`src/hcl_pkg.sv`:
```
// shared types and constants of the handle cache
package hcl_pkg;

  localparam int OP_W     = 3;
  localparam int KEY_W    = 64;
  localparam int SLOT_W   = 6;
  localparam int HANDLE_W = 32;
  localparam int STAMP_W  = 64;

  // operation codes
  localparam logic [OP_W-1:0] OP_LOOKUP  = 3'd0;
  localparam logic [OP_W-1:0] OP_ALLOC   = 3'd1;
  localparam logic [OP_W-1:0] OP_RELEASE = 3'd2;
  localparam logic [OP_W-1:0] OP_BIND    = 3'd3;
  localparam logic [OP_W-1:0] OP_MARK    = 3'd4;

  // node number of the root, answered without a search
  localparam logic [KEY_W-1:0] ROOT_KEY = 64'd1;

  // one result item
  typedef struct packed {
    logic                status;
    logic [HANDLE_W-1:0] handle;
    logic [SLOT_W-1:0]   slot_out;
    logic                was_opened;
    logic                is_directory;
    logic                evicted;
    logic [HANDLE_W-1:0] evicted_handle;
  } rsp_t;

  // flags from the shared comparator
  typedef struct packed {
    logic eq;
    logic lt;
  } cmp_res_t;

endpackage

```
`src/hcl_cmp.sv`:
```
// shared 64-bit comparator for key match and stamp ordering
module hcl_cmp import hcl_pkg::*; (
  input  logic               sel_key,
  input  logic [KEY_W-1:0]   key_q,
  input  logic [KEY_W-1:0]   key_ref,
  input  logic [STAMP_W-1:0] stamp_q,
  input  logic [STAMP_W-1:0] least,
  output cmp_res_t           res
);

  logic [KEY_W-1:0] op_a;
  logic [KEY_W-1:0] op_b;

  // operand select: key against request, or stamp against running minimum
  assign op_a = sel_key ? key_q   : stamp_q;
  assign op_b = sel_key ? key_ref : least;

  assign res.eq = (op_a == op_b);
  assign res.lt = (op_a <  op_b);

endmodule

```
`config.mk`:
```
export PLATFORM = sky130hd
export DESIGN_NAME = hcl_cmp
export DESIGN_NICKNAME = d
export VERILOG_FILES = /design/src/hcl_pkg.sv /design/src/hcl_cmp.sv
export SDC_FILE = /design/constraint.sdc
export NUM_CORES = 1
export LEC_CHECK = 0
export ABC_AREA = 0
export BUFFER_PORTS_ARGS = -buffer_cell sky130_fd_sc_hd__buf_2
export CORE_AREA = 4 4 98 100
export DETAILED_ROUTE_END_ITERATION = 10
export DIE_AREA = 0 0 102 104
export PLACE_DENSITY = 0.71
export SYNTH_ARGS = -nofsm -noshare
export SYNTH_HDL_FRONTEND = slang
export SYNTH_SLANG_ARGS = --single-unit
```
`constraint.sdc`:
```
create_clock -name vclk -period 5
set_input_delay 1 -clock vclk [all_inputs]
set_output_delay 1 -clock vclk [all_outputs]
set_load 0.01 [all_outputs]
```
==> results.yml, run 1 <==
sta:
  finalHoldViolations: 0
  period_share_pct: 92.97
  timing.final.ws_setup_ns: 0.3517
  fin_crit_ns: 4.648
  max_slew_margin_pct: 69.85
  fmax_mhz: 215.1
  finalSetupViolCount: 0
  report.final.slew_viol_count: 0
  rsz0062_at_grt: "no"
  fin_setup_tns_ns: 0
  tightest_slew_ns: 0.4409
finish:
  diodes: 0
  area_growth_pct: 53.02
  nClkBuffers: 0
  drive_above_1_share_pct: 59.86
  design.seq.count: 0
  fill_cells: 820
  fin_nets: 886
  regArea_um2: 0
  post-route-cell-area_mm2: 0.004279
pwr:
  peakVddDrop_mv: 0.03939
  powerDensity_mw_per_mm2: 88.44
  p_leak_nw: 2.395
placement:
  place_area_mm2: 0.004279
  place.gp.congestion: 0.8120
  place_hpwl_um: 9615
  numPortBuffers: 259
  dp_worst_setup_slack_ns: 0.2800
worst_setup_path:
  critical_path.max_stage_delay_ns: 0.53
  critPathKind: "input port to output pin"
  cp-end-kind: "output pin"
  crit_slowest_cell: "or4_4"
  path_max_fanout: 24
  start_kind: "input port"
  cp.required_ns: 4.00
  crit_chain: "buf_6, buf_4, mux2_2, ha_1, nand4_1, or4_4, and4b_1, o31ai_1, and3_1, o211a_1, buf_2"
  crit_arrival_ns: 3.65
routing:
  routed_wl_um: 10430
  firstDrtPassIters: 4
  avgRoutedWirePerCell_um: 15.54
  via_count: 3341
  drt_iter0_drc: 50
  vias_per_cell: 4.979
  ant_nets: 0
  drc_errors: 0
global_routing:
  grt_max_degree: 25
  grt_usage_pct: 17.52
  antenna_found_initial: 0
  first_global_vias: 3524
  grt_pass1_wl_um: 15450
  grt_overflow: 0
synthesis:
  synth_commonest_cells: "64 x ha_1, 64 x mux2_2, 64 x mux2i_1, 23 x a21oi_1, 15 x nand2_1"
  yosysSeqAreaShare_pct: 0
  syn-num-nets: 629
  syn_inst: 308
  ys_types: 33
  synth_top_area_cell: "ha_1"
  netlist_top_cells_area: "ha_1 29%, mux2_2 26%, mux2i_1 23%"
  synth_top_area_share_pct: 28.64
  synth_warnings: 0
  syn_area_per_cell_um2: 9.079
  netlist_area_mm2: 0.002796
flow_run:
  drv_cap: 0
die:
  die_area_mm2: 0.01061
  die_h_um: 104
  initial_core_util_pct: 32.22
  die_x_um: 102
  core.rowCount: 34
  coreArea_mm2: 0.008678
  pin_count: 259
min_path:
  holdPathStages: 7
  hold_class: "input port to output pin"
clock_network:
  cts_hold_buf: 0
  cts_setup_buffers: 0
  cts_resized: 0
run_status:
  outcome: "finished clean"
## cell type report
class                           instances  area [µm²]  share of cell area [%]
Timing Repair Buffer                  269        1403                   32.78
Tap cell                              108       135.1                   3.158
Multi-Input combinational cell        293        2738                   63.98
Inverter                                1       3.754                 0.08772
## per-layer routing
metal / up-vias / GRT usage, % / wire (µm)
li1: 1734 / - / -
met3: 10 / 1.408 / 870
met1: 1453 / 18.55 / 3873
met5: - / 0 / 0
met2: 144 / 37.09 / 5613
met4: 0 / 1.312 / 72
## logic make-up (layout without fill, tap and decap cells)
family,after synthesis,count (layout),synth area share [%]
muxes,128,128,48.68
adders and majority gates,64,64,28.64
and+or+nand+nor,53,53,10.16
AOI/OAI and AO/OA,48,48,10.43
buffers and inverters,15,270,2.103
## path summary, 6_finish.rpt
| kind | from | to | slack, ns |
|---|---|---|---|
| setup / recovery | sel_key | res[0] | 0.35 |
| hold / removal | stamp_q[0] | res[1] | 2.86 |
## per-stage QoR
step / total power [W] / std cells / hold WS (ns) / util [%]
final: 0.0003784 / 671 / 2.864 / 49.31
after global routing: 0.0004274 / 671 / 2.922 / 49.31
after CTS: 0.0003820 / 671 / 2.877 / 49.31
after detailed placement: 0.0003794 / 671 / 2.876 / 49.31
after global placement: 0.0003690 / 671 / 2.878 / 49.31
after floorplan: 0.0002198 / 308 / 2.540 / -
## cell usage in the layout (no fill, tap or decap), types with 2 or more instances in the layout
cell	count
buf_2	258
mux2i_1	64
mux2_2	64
ha_1	64
a21oi_1	23
nand2_1	15
nand4_1	13
o21ai_0	8
buf_4	8
nor2_1	7
a211oi_1	5
nand3_1	5
a21o_1	4
nor4_1	3
nor3_1	2
buf_12	2
## where the power goes
group          total, W  leakage [nW]  internal, W  switching (W)
Combinational  0.000378          2.40     0.000211       0.000168
Sequential            0             0            0              0
Clock                 0             0            0              0
Total          0.000378          2.40     0.000211       0.000168
## worst max-delay path, delay by kind of cell
| family | cells | cell delay [ns] |
|---|---|---|
| simple gates | 4 | 1.17 |
| compound gates | 2 | 0.20 |
| mux | 1 | 0.36 |
| fa+ha+maj | 1 | 0.28 |
| buf+inv | 3 | 0.62 |
Note: power is estimated with default switching activity, not from simulation.
==> run 2, diff against run 1 <==
--- a/config.mk
+++ b/config.mk
@@ -11,6 +11,8 @@
 export DETAILED_ROUTE_END_ITERATION = 10
 export DIE_AREA = 0 0 102 104
 export PLACE_DENSITY = 0.71
+export SETUP_SLACK_MARGIN = 0.4
+export SKIP_LAST_GASP = 1
 export SYNTH_ARGS = -nofsm -noshare
 export SYNTH_HDL_FRONTEND = slang
 export SYNTH_SLANG_ARGS = --single-unit
==> run 2 against run 1 <==
Against the previous run:
- fmax up 5.0%
- routed wire length is 1.0% higher
- non-clock buffer count is 3 higher
- final cell count rose by 0.45%
- setup slack better by 0.22 ns
- sequential share of layout area unchanged
- largest cell class unchanged
- highest routed layer unchanged
==> results.yml, run 2 (synthesis gave the netlist of run 1 again) <==
worst_setup_path:
  start_kind: "input port"
  critPathKind: "input port to output pin"
  cp.required_ns: 4.00
  crit_arrival_ns: 3.43
  path_max_fanout: 12
  cp-end-kind: "output pin"
global_routing:
  grt_usage_pct: 17.59
  antenna_found_initial: 0
  grt_pass1_wl_um: 15510
  grt_overflow: 0
  grt_max_degree: 25
  first_global_vias: 3533
finish:
  fin_nets: 889
  final_cell_mix: "258 x buf_2, 64 x mux2i_1, 64 x mux2_2, 64 x ha_1, 23 x a21oi_1"
  regArea_um2: 0
  drive_above_1_share_pct: 60.42
  finish.utilization_pct: 50.46
  area_growth_pct: 56.60
  nClkBuffers: 0
  final_common_cell: "buf_2"
  final_cells: 674
  design.seq.count: 0
  diodes: 0
routing:
  drc_errors: 0
  routed_wl_um: 10530
  vias_per_cell: 4.975
  firstDrtPassIters: 4
  via_count: 3353
  avgRoutedWirePerCell_um: 15.63
  drt_iter0_drc: 33
  ant_nets: 0
placement:
  dp_cells: 671
  place_hpwl_um: 9615
  place.gp.congestion: 0.8120
  numPortBuffers: 259
die:
  die_x_um: 102
  pin_count: 259
  die_h_um: 104
  initial_core_util_pct: 32.22
  coreArea_mm2: 0.008678
  die_area_mm2: 0.01061
  core.rowCount: 34
flow_run:
  drv_cap: 0
sta:
  fin_setup_tns_ns: 0
  finalSetupViolCount: 0
  period_share_pct: 88.52
  tightest_slew_ns: 0.4409
  finalHoldViolations: 0
  rsz0062_at_grt: "no"
  max_slew_margin_pct: 69.85
  fin_crit_ns: 4.426
  fmax_mhz: 225.9
  report.final.slew_viol_count: 0
pwr:
  p_leak_nw: 2.440
  peakVddDrop_mv: 0.03944
  powerDensity_mw_per_mm2: 88.74
clock_network:
  cts_hold_buf: 0
min_path:
  hold_class: "input port to output pin"
run_status:
  outcome: "finished clean"
## run 2: cell types whose count changed in the layout (fill, tap and decap cells not counted)
cell and change:
clkbuf_16 +1, nor3_2 +1, nor3_1 -1, buf_16 +1, nor4_1 -1, buf_12 +1
nor4_4 +1, buf_6 +2, buf_4 -2
## run 2: metrics by stage
stage                     total power, W  hold WS [ns]  instance area (µm²)  setup WS [ns]
after floorplan                0.0002198         2.540                 2796         0.4598
after global placement         0.0003690         2.878                 4279         0.2710
after detailed placement       0.0003794         2.876                 4279         0.2800
after CTS                      0.0003834         2.877                 4293         0.4026
after global routing           0.0004382         2.922                 4379         0.4474
final                          0.0003886         2.862                 4379         0.5740
## run 2: worst max-delay path: stages
cell	delay [ns]
buf_16	0.13
buf_12	0.14
mux2_2	0.34
ha_1	0.30
nand4_1	0.11
or4_4	0.56
and4b_1	0.29
o31ai_1	0.09
and3_1	0.20
o211a_1	0.10
buf_2	0.14
## run 2: repair_timing
action / in CTS / in global routing
gates cloned: 0 / 1
gates resized for setup: 3 / 6
hold endpoints to repair: 0 / 0
setup buffers: 0 / 2
endpoints found under the setup margin: 1 / 1
## run 2: cell type report
class                      count  area [µm²]
multi-input combinational    293        2758
timing repair buffer         272        1483
tap                          108       135.1
fill                         813        4299
inverter                       1       3.754
## run 2: worst paths after layout
| path | depth (start not counted) | startpoint | slack (ns) | to |
|---|---|---|---|---|
| min | 7 | stamp_q[0] | 2.86 | res[1] |
| max | 11 | sel_key | 0.57 | res[0] |
## run 2: power by group
part | switching (W) | total, W | leakage [nW] | internal, W
combinational | 0.000171 | 0.000389 | 2.44 | 0.000217
clock | 0 | 0 | 0 | 0
sequential | 0 | 0 | 0 | 0
total | 0.000171 | 0.000389 | 2.44 | 0.000217
## run 2: routing by layer
metal / wire, µm / part of all wire, % / GRT usage, %
met1: 3866 / 37 / 18.63
met2: 5722 / 54 / 37.23
met3: 873 / 8.3 / 1.408
met4: 72 / 0.68 / 1.312
met5: 0 / 0 / 0
